`src/rtl/spq_pkg.sv`:
```
`timescale 1ns / 1ps
// ----------------------------------------------------------------------------
// spq_pkg
// Shared types and constants for the sorted priority queue.
// ----------------------------------------------------------------------------
package spq_pkg;

    localparam int CAPACITY_DEF = 16;
    localparam int KEY_W        = 32;
    localparam int VALUE_W      = 32;
    localparam int COUNT_OUT_W  = 5;

    typedef enum logic {
        MODE_INSERT = 1'b0,
        MODE_REMOVE = 1'b1
    } t_mode;

    typedef struct packed {
        t_mode                      mode;
        logic signed [KEY_W-1:0]    new_key;
        logic signed [VALUE_W-1:0]  new_value;
    } t_req;

    typedef struct packed {
        logic signed [KEY_W-1:0]    head_key;
        logic signed [VALUE_W-1:0]  head_value;
        logic                       queue_empty;
        logic [COUNT_OUT_W-1:0]     entry_count;
        logic                       op_error;
    } t_rsp;

    typedef struct packed {
        logic signed [KEY_W-1:0]    key;
        logic signed [VALUE_W-1:0]  value;
    } t_entry;

    // per-cycle command broadcast to every cell
    typedef struct packed {
        logic    shift_in;
        logic    shift_out;
        t_entry  new_entry;
    } t_cell_ctl;

endpackage

```
`src/rtl/spq_cell.sv`:
```
`timescale 1ns / 1ps
// ----------------------------------------------------------------------------
// spq_cell
// One slot of the sorted chain: compares the incoming key against its own
// entry and takes the new entry, its left neighbor or its right neighbor, or keeps its own.
// ----------------------------------------------------------------------------
module spq_cell (
    input  logic               i_clk,
    input  spq_pkg::t_cell_ctl i_ctl,
    input  logic               i_occupied,
    input  logic               i_left_place,
    input  spq_pkg::t_entry    i_left,
    input  spq_pkg::t_entry    i_right,
    output logic               o_place,
    output spq_pkg::t_entry    o_entry
);

    spq_pkg::t_entry r_entry;
    spq_pkg::t_entry n_entry;

    // strictly less keeps equal keys in arrival order
    assign o_place = !i_occupied || (i_ctl.new_entry.key < r_entry.key);

    always_comb begin
        n_entry = r_entry;
        if (i_ctl.shift_in) begin
            if (i_left_place) begin
                n_entry = i_left;
            end else if (o_place) begin
                n_entry = i_ctl.new_entry;
            end
        end else if (i_ctl.shift_out) begin
            n_entry = i_right;
        end
    end

    always_ff @(posedge i_clk) begin
        r_entry <= n_entry;
    end

    assign o_entry = r_entry;

endmodule

```
`src/rtl/sorted_priority_queue_unit.sv`:
```
`timescale 1ns / 1ps
// ----------------------------------------------------------------------------
// sorted_priority_queue_unit
// Sorted key/value priority queue built as a shift chain of compare cells.
// ----------------------------------------------------------------------------
// A request accepted at a clock edge has its result on o_rsp, marked by
// o_done, during the following cycle, and busy stays low so a new request
// may be issued in every cycle. In the cell chain each cell compares the
// new key with its own entry in parallel and shifts by one slot. The
// result shows the head entry, the count and an error flag after the
// request; an insert into a full queue or a removal from an empty one is
// dropped with op_error set. The receiver cannot stall: o_done marks each
// result for one cycle only.
module sorted_priority_queue_unit #(
    parameter int CAPACITY = spq_pkg::CAPACITY_DEF
) (
    input  logic          i_clk,
    input  logic          i_rst_n,
    input  logic          start,
    output logic          busy,
    input  spq_pkg::t_req i_req,
    output logic          o_done,
    output spq_pkg::t_rsp o_rsp
);

    localparam int CNT_W = $clog2(CAPACITY + 1);

    logic [CNT_W-1:0] r_count;
    logic [CNT_W-1:0] n_count;
    logic             r_done;
    logic             r_err;
    logic             n_err;

    logic               accept;
    logic               full;
    logic               empty;
    spq_pkg::t_cell_ctl cell_ctl;

    spq_pkg::t_entry cell_entry [CAPACITY];
    logic            cell_place [CAPACITY];

    assign busy   = 1'b0;
    assign accept = start && !busy;
    assign full   = (r_count == CNT_W'(CAPACITY));
    assign empty  = (r_count == '0);

    always_comb begin
        cell_ctl.shift_in        = accept && (i_req.mode == spq_pkg::MODE_INSERT) && !full;
        cell_ctl.shift_out       = accept && (i_req.mode == spq_pkg::MODE_REMOVE) && !empty;
        cell_ctl.new_entry.key   = i_req.new_key;
        cell_ctl.new_entry.value = i_req.new_value;
    end

    always_comb begin
        n_count = r_count;
        if (cell_ctl.shift_in) begin
            n_count = r_count + 1'b1;
        end else if (cell_ctl.shift_out) begin
            n_count = r_count - 1'b1;
        end
        n_err = accept && !cell_ctl.shift_in && !cell_ctl.shift_out;
    end

    always_ff @(posedge i_clk) begin
        if (!i_rst_n) begin
            r_count <= '0;
            r_done  <= 1'b0;
            r_err   <= 1'b0;
        end else begin
            r_count <= n_count;
            r_done  <= accept;
            if (accept) begin
                r_err <= n_err;
            end
        end
    end

    for (genvar g = 0; g < CAPACITY; g++) begin : g_cell
        logic            left_place;
        spq_pkg::t_entry left_entry;
        spq_pkg::t_entry right_entry;

        if (g == 0) begin : g_first
            assign left_place  = 1'b0;
            assign left_entry  = cell_ctl.new_entry;
        end else begin : g_mid
            assign left_place  = cell_place[g-1];
            assign left_entry  = cell_entry[g-1];
        end

        // last slot refills with its own entry; it is beyond the count after a removal
        if (g == CAPACITY - 1) begin : g_last
            assign right_entry = cell_entry[g];
        end else begin : g_inner
            assign right_entry = cell_entry[g+1];
        end

        spq_cell u_cell (
            .i_clk        (i_clk),
            .i_ctl        (cell_ctl),
            .i_occupied   (CNT_W'(g) < r_count),
            .i_left_place (left_place),
            .i_left       (left_entry),
            .i_right      (right_entry),
            .o_place      (cell_place[g]),
            .o_entry      (cell_entry[g])
        );
    end

    always_comb begin
        o_rsp.head_key    = empty ? '0 : cell_entry[0].key;
        o_rsp.head_value  = empty ? '0 : cell_entry[0].value;
        o_rsp.queue_empty = empty;
        o_rsp.entry_count = spq_pkg::COUNT_OUT_W'(r_count);
        o_rsp.op_error    = r_err;
    end

    assign o_done = r_done;

    a_count_bound: assert property (@(posedge i_clk) disable iff (!i_rst_n)
        r_count <= CNT_W'(CAPACITY))
        else $error("stored count above capacity");

    a_done_follows: assert property (@(posedge i_clk) disable iff (!i_rst_n)
        accept |=> o_done)
        else $error("request without result strobe");

    a_insert_grows: assert property (@(posedge i_clk) disable iff (!i_rst_n)
        cell_ctl.shift_in |=> r_count == CNT_W'($past(r_count) + 1'b1))
        else $error("insert did not grow the queue");

    a_error_holds: assert property (@(posedge i_clk) disable iff (!i_rst_n)
        (accept && n_err) |=> (r_count == $past(r_count)) && o_rsp.op_error)
        else $error("dropped request changed the queue");

endmodule
```
`config.mk`:
```
export PLATFORM = sky130hd
export DESIGN_NAME = sorted_priority_queue_unit
export DESIGN_NICKNAME = d
export VERILOG_FILES = /design/src/rtl/spq_pkg.sv /design/src/rtl/spq_cell.sv /design/src/rtl/sorted_priority_queue_unit.sv
export SDC_FILE = /design/constraint.sdc
export NUM_CORES = 2
export LEC_CHECK = 0
export ABC_CLOCK_PERIOD_IN_PS = 5630
export BUFFER_PORTS_ARGS = -buffer_cell sky130_fd_sc_hd__buf_2
export CORE_MARGIN = 1.5
export CORE_UTILIZATION = 45
export CTS_CLUSTER_SIZE = 40
export DETAILED_ROUTE_END_ITERATION = 8
export GPL_TIMING_DRIVEN = 0
export HOLD_SLACK_MARGIN = 0.1
export PLACE_DENSITY_LB_ADDON = 0.2
export SYNTH_ARGS = -nofsm -noshare
export SYNTH_HDL_FRONTEND = slang
export SYNTH_SLANG_ARGS = --single-unit
```
`constraint.sdc`:
```
create_clock -name i_clk -period 5.63 [get_ports i_clk]
set_input_delay 0.2815 -clock i_clk [delete_from_list [all_inputs] [get_ports i_clk]]
set_output_delay 0.2815 -clock i_clk [all_outputs]
set_load 0.01 [all_outputs]
```
Yosys cells after proc, flatten, opt, wreduce, memory -nomap -nowiden. Index checks and enable logic that the tools add are counted.

Register bits: 1031. Output and inout port bits: 73. Logic and storage cells: 212.

$add $sub $neg: 2. Magnitude comparators: 32. Equality and inequality tests: 16. Muxes and demuxes: 65. Bitwise operators: 1. Reduce and logical (&&, ||, !) cells: 61.

Operators with widths (number): 64-bit 2-to-1 mux (61); 32-bit less-than comparator (16); 32-bit 2-to-1 mux (2); 3-bit by 1-bit != test with 1-bit output (second input constant) (14); 4-bit by 5-bit less-than comparator with 1-bit output (first input constant) (8); 2-bit AND reduction (16); 1-bit logical NOT (20); 3-bit by 5-bit less-than comparator with 1-bit output (first input constant) (4); 1-bit logical OR (16); 1-bit by 5-bit less-than comparator with 1-bit output (first input constant) (2); 2-bit by 5-bit less-than comparator with 1-bit output (first input constant) (2); 5-bit 2-to-1 mux (2); 1-bit logical AND (6); 5-bit by 1-bit adder with 5-bit output (second input constant) (1); 5-bit == test (second input constant) (1); 5-bit logical NOT (1); 5-bit by 1-bit subtractor with 5-bit output (second input constant) (1); 2-bit nonzero test (2); 2-bit by 1-bit != test with 1-bit output (second input constant) (1); 1-bit inverter (1).

Longest topological paths before layout.
Word-level depth: 6. Mapped depth: 12. Gate-level depth less buffers: 10.

Modules after synthesis. From an unflattened synthesis, not the netlist that was laid out.

Cell total of the unflattened synthesis: 6438. Area total of the unflattened synthesis: 65394.0 µm².

Modules (own cells, without submodules): spq_cell (g_cell[0].u_cell ...) (instances 13, cells an instance 391, area each 4003.8 µm², seq. area each 1921.8 µm²); spq_cell (g_cell[7].u_cell ...) (instances 3, cells an instance 396, area each 4061.4 µm², seq. area each 1921.8 µm²); sorted_priority_queue_unit (instances 1, cells an instance 167, area each 1159.9 µm², seq. area each 140.1 µm²).

Worst setup path before layout. No wires, ideal clock.

Path type: reg2reg. Start: register g_cell[5].u_cell.r_entry (netlist bit g_cell[5].u_cell.o_entry[63]). End: register g_cell[5].u_cell.r_entry (netlist bit g_cell[5].u_cell.o_entry[0]), enable pin. Setup time: 0.524 ns. Arrival time: 5.717 ns. Data required time: 5.106 ns. Path slack: -0.611 ns. Stages on the path, launching flop included: 13. Path buffers: 3. Period minus slack after synthesis: 6.241 ns. Cell sequence: edfxtp_1 > inv_1 > ha_1 > inv_1 > or3_1 > a221oi_1 > o211ai_1 > o21ai_0 > o21ba_2 > clkbuf_1 > buf_2 > buf_2 > a31oi_1.

Word-level cells in the longest chain between the ends: 4.

RTL lines: start: declaration (RTL line spq_cell.sv:18) `spq_pkg::t_entry r_entry;`; start signal: assignment (RTL line spq_cell.sv:38) `r_entry <= n_entry;`; 32-bit less-than comparator (RTL line spq_cell.sv:22) `assign o_place = !i_occupied || (i_ctl.new_entry.key < r_entry.key);`; 1-bit logical OR (RTL line spq_cell.sv:22); 3-bit by 1-bit != test with 1-bit output (no source line); 2-bit AND reduction (no source line).

Every way passes these cells. A chain may end at the register's enable or synchronous reset.

Worst setup path in the final report.
Start: register g_cell[12].u_cell.r_entry (netlist bit g_cell[12].u_cell.o_entry[51]). End: register g_cell[13].u_cell.r_entry (netlist bit g_cell[13].u_cell.o_entry[14]), enable pin.

Word-level cells in the longest chain between the ends: 4.

RTL lines (RTL line): start: declaration (spq_cell.sv:18); start signal: assignment (spq_cell.sv:38); 32-bit less-than comparator (spq_cell.sv:22); 1-bit logical OR (spq_cell.sv:22); 3-bit by 1-bit != test with 1-bit output (no source line); 2-bit AND reduction (no source line); end signal: assignment (spq_cell.sv:38); end: declaration (spq_cell.sv:18).

Every way passes these cells.

==> impl_metrics.ini <==
[grt]
antenna_found_initial = 15
grt_max_degree = 36
grt_pass1_vias = 59281
grt_first_pass_wirelength_mm = 429
track_usage = 0.406
overflow = 0

[power_and_ir_drop]
power_frac_comb = 0.281
finalPower_mw = 25.9
p_switching_mw = 9.34
clockPowerShare = 0.313
p_seq_frac = 0.406
power_density_nw_per_um2 = 347
swShare = 0.361
p_int_mw = 16.5
p_leak_nw = 28.2
irDropWorstVdd_mv = 0.291

[route]
antenna_left = 0
via_count = 61798
met2WireLength_mm = 131
met1Wirelength_mm = 113
vias_per_cell = 6.78
initialDrtViolationCount = 8409
drt_wl_total_mm = 308
wire_per_inst_um = 33.8
wl_met3_mm = 36.5
dr.pass1.iters = 9
top_layer_used = met5
drc = 16

[floorplanning]
dieArea_um2 = 148000
die_x_um = 385
start_util = 0.455
rows = 139
num_io_pins = 141
coreArea_um2 = 144000
fp.dieH_um = 385

[setup_path]
rrSetupSlack_ns = -0.12
critPathKind = register to register
critPathRequiredTime_ns = 6.14
r2r_start = g_cell[12].u_cell.o_entry[51]$_DFFE_PP_
crit_fanout = 15
r2r_cells = 14
r2r_end = g_cell[13].u_cell.o_entry[14]$_DFFE_PP_
startpoint_type = register
critPathLaunch = g_cell[12].u_cell.o_entry[51]$_DFFE_PP_
end_kind = register
crit_path_end = g_cell[13].u_cell.o_entry[14]$_DFFE_PP_
arrival_ns = 6.26

[synth]
synth_area_um2 = 65700
netlist_instances = 6748
synth_most_common_cell = edfxtp_1
syn_area_per_cell_um2 = 9.73
synth_area_leaders = edfxtp_1, ha_1, o221ai_1, nand3_1, a21oi_1
synth_common_cells = edfxtp_1, nand2_1, inv_1
ys_types = 69
synth_top_cell_by_area = edfxtp_1
synth_seq_area_share = 0.470
syn_nets = 7315
yosys.area.top_type_share = 0.468
synthArstFlopShare = 0
synth-edff-count = 1024
synth_flop_cell = edfxtp_1
yosys_warnings = 0
ys_ff_latch = 1031

[placed_design]
dp_hpwl_mm = 229
portBuffers = 139
placed_area_um2 = 70300
finalWeightedCongestion = 1.01

[final_layout]
nets = 7659
fin_util = 0.517
final_layout_size_suffix_gt1_frac = 0.0777
fin_area_um2 = 74600
syn2layout_area_growth_pct = 13.6

[run_status]
outcome = complete, but fails checks
violations = DRC, capacitance limit, slew limit, setup timing

[clock_tree]
clockBufferDepth = 3
path_clk_slew_ns = 0.07
clock_latency_ns = 0.82
tritoncts = built
cts_buffers = 120
cts_root_buffer = clkbuf_16
h-tree-depth = 3
clkSinkCount = 1031

[flow_run]
drv_cap = 4

[timing]
slew_headroom = -0.0957
finalHoldViolations = 0
slew_violations = 30
fin_skew_ns = 0.0466
rsz0062_at_grt = no
fin_crit_sh = 1.02
clock.fmax_mhz = 174
setup_ws_ns = -0.118
worst_pin_slew_ns = 1.64
finalCriticalPeriod_ns = 5.75
finalSetupViolCount = 56

[hold_path]
hold_depth = 3
hold_class = input port to register
==> final cells by class <==
type                    count  area [um2]
plain buffers             573        2350
well taps                1903        2380
multi-input cells        4631       30800
diodes                     18        45.0
fillers                 13381       69600
inverters                 513        1930
clock inverters            74         718
flip-flops and latches   1031       30900
clock buffers             153        3180
repair buffers            222        2330
==> power by group through the flow <==
| stage | Sequential, mW | Clock (mW) | Combinational (mW) |
|---|---|---|---|
| global route | 10.6 | 8.29 | 7.58 |
| global placement | 10.8 | 0 | 6.40 |
| detailed placement | 10.6 | 0 | 6.87 |
| finish | 10.5 | 8.08 | 7.27 |
| floorplan | 10.4 | 0 | 3.83 |
| CTS | 10.5 | 8.05 | 6.93 |
==> cells in the final DEF, fill, tap and decap left out, drive strengths merged, types with 116 or more instances in the layout <==
master	count
a21oi	470
a21o	116
o211ai	171
o221ai	310
ha	499
a211oi	209
edfxtp	1024
nand3	496
nand2	610
buf	322
nor2	497
o21ai	223
nor3	348
inv	516
mux2i	232
clkbuf	602
==> routing by layer <==
metal  global-route usage  vias up
met5              0.00780        -
met4                0.303       16
met3                0.127     1099
met2                0.605     4499
met1                0.493    30183
li1                     -    26001
==> critical path, stage by stage, from the launching register on <==
cell	delay (ns)
edfxtp_1	0.44
inv_1	0.07
ha_1	0.31
a21oi_1	0.14
o21ai_0	0.19
a221oi_1	1.10
o211ai_1	0.64
a31oi_1	0.46
nor3_4	0.08
buf_8	0.20
buf_2	0.37
buf_2	0.37
a31oi_4	0.58
buf_16	0.24
buf_16	0.18
==> through the flow <==
stage / setup TNS, ns / instances / setup slack, ns / hold slack, ns
floorplan: 0 / 6748 / 0.148 / 0.398
global placement: -3161.63 / 8790 / -4.61 / 0.535
detailed placement: -80.99 / 8846 / -0.637 / 0.538
CTS: 0 / 9098 / 0.0411 / 0.108
global route: 0 / 9103 / 0.0557 / 0.110
finish: -3.62 / 9118 / -0.118 / 0.0955
==> flip-flops by register name (all words and copies together) (netlist names) <==
name	count
g_cell.u_cell.o_entry	1024
o_done	1
r_err	1
r_count	5
==> worst min path at each step <==
stage                       startpoint  slack (ns)                                endpoint
finish                        i_req[5]         0.1   g_cell[0].u_cell.o_entry[5]$_DFFE_PP_
global route                 i_req[28]        0.11  g_cell[0].u_cell.o_entry[28]$_DFFE_PP_
CTS                          i_req[17]        0.11  g_cell[0].u_cell.o_entry[17]$_DFFE_PP_
detailed placement  r_err$_SDFFE_PN0P_        0.54                      r_err$_SDFFE_PN0P_
global placement    r_err$_SDFFE_PN0P_        0.54                      r_err$_SDFFE_PN0P_
floorplan                      i_rst_n        0.40                 r_count[4]$_SDFFE_PN0P_
==> logic make-up after synthesis <==
group | after synthesis | synth area share
flip-flops | 1031 | 0.470
AND/OR/NAND/NOR | 2123 | 0.145
multiplexers | 296 | 0.0491
AO/OA/AOI/OAI | 1707 | 0.175
other | 1 | 0.0000571
adder cells (fa/ha/maj) | 499 | 0.0951
buffers and inverters | 1086 | 0.0648
XOR/XNOR | 5 | 0.000667
==> repair_timing <==
action	in CTS	in global routing
setup endpoints to repair	109	143
hold endpoints to repair	34	0
cloned	0	0
hold buffers	23	0
pin swaps	1	2
buffers inserted	2	2
gates resized for setup	2	8
Note: power is estimated with default switching activity, not from simulation.
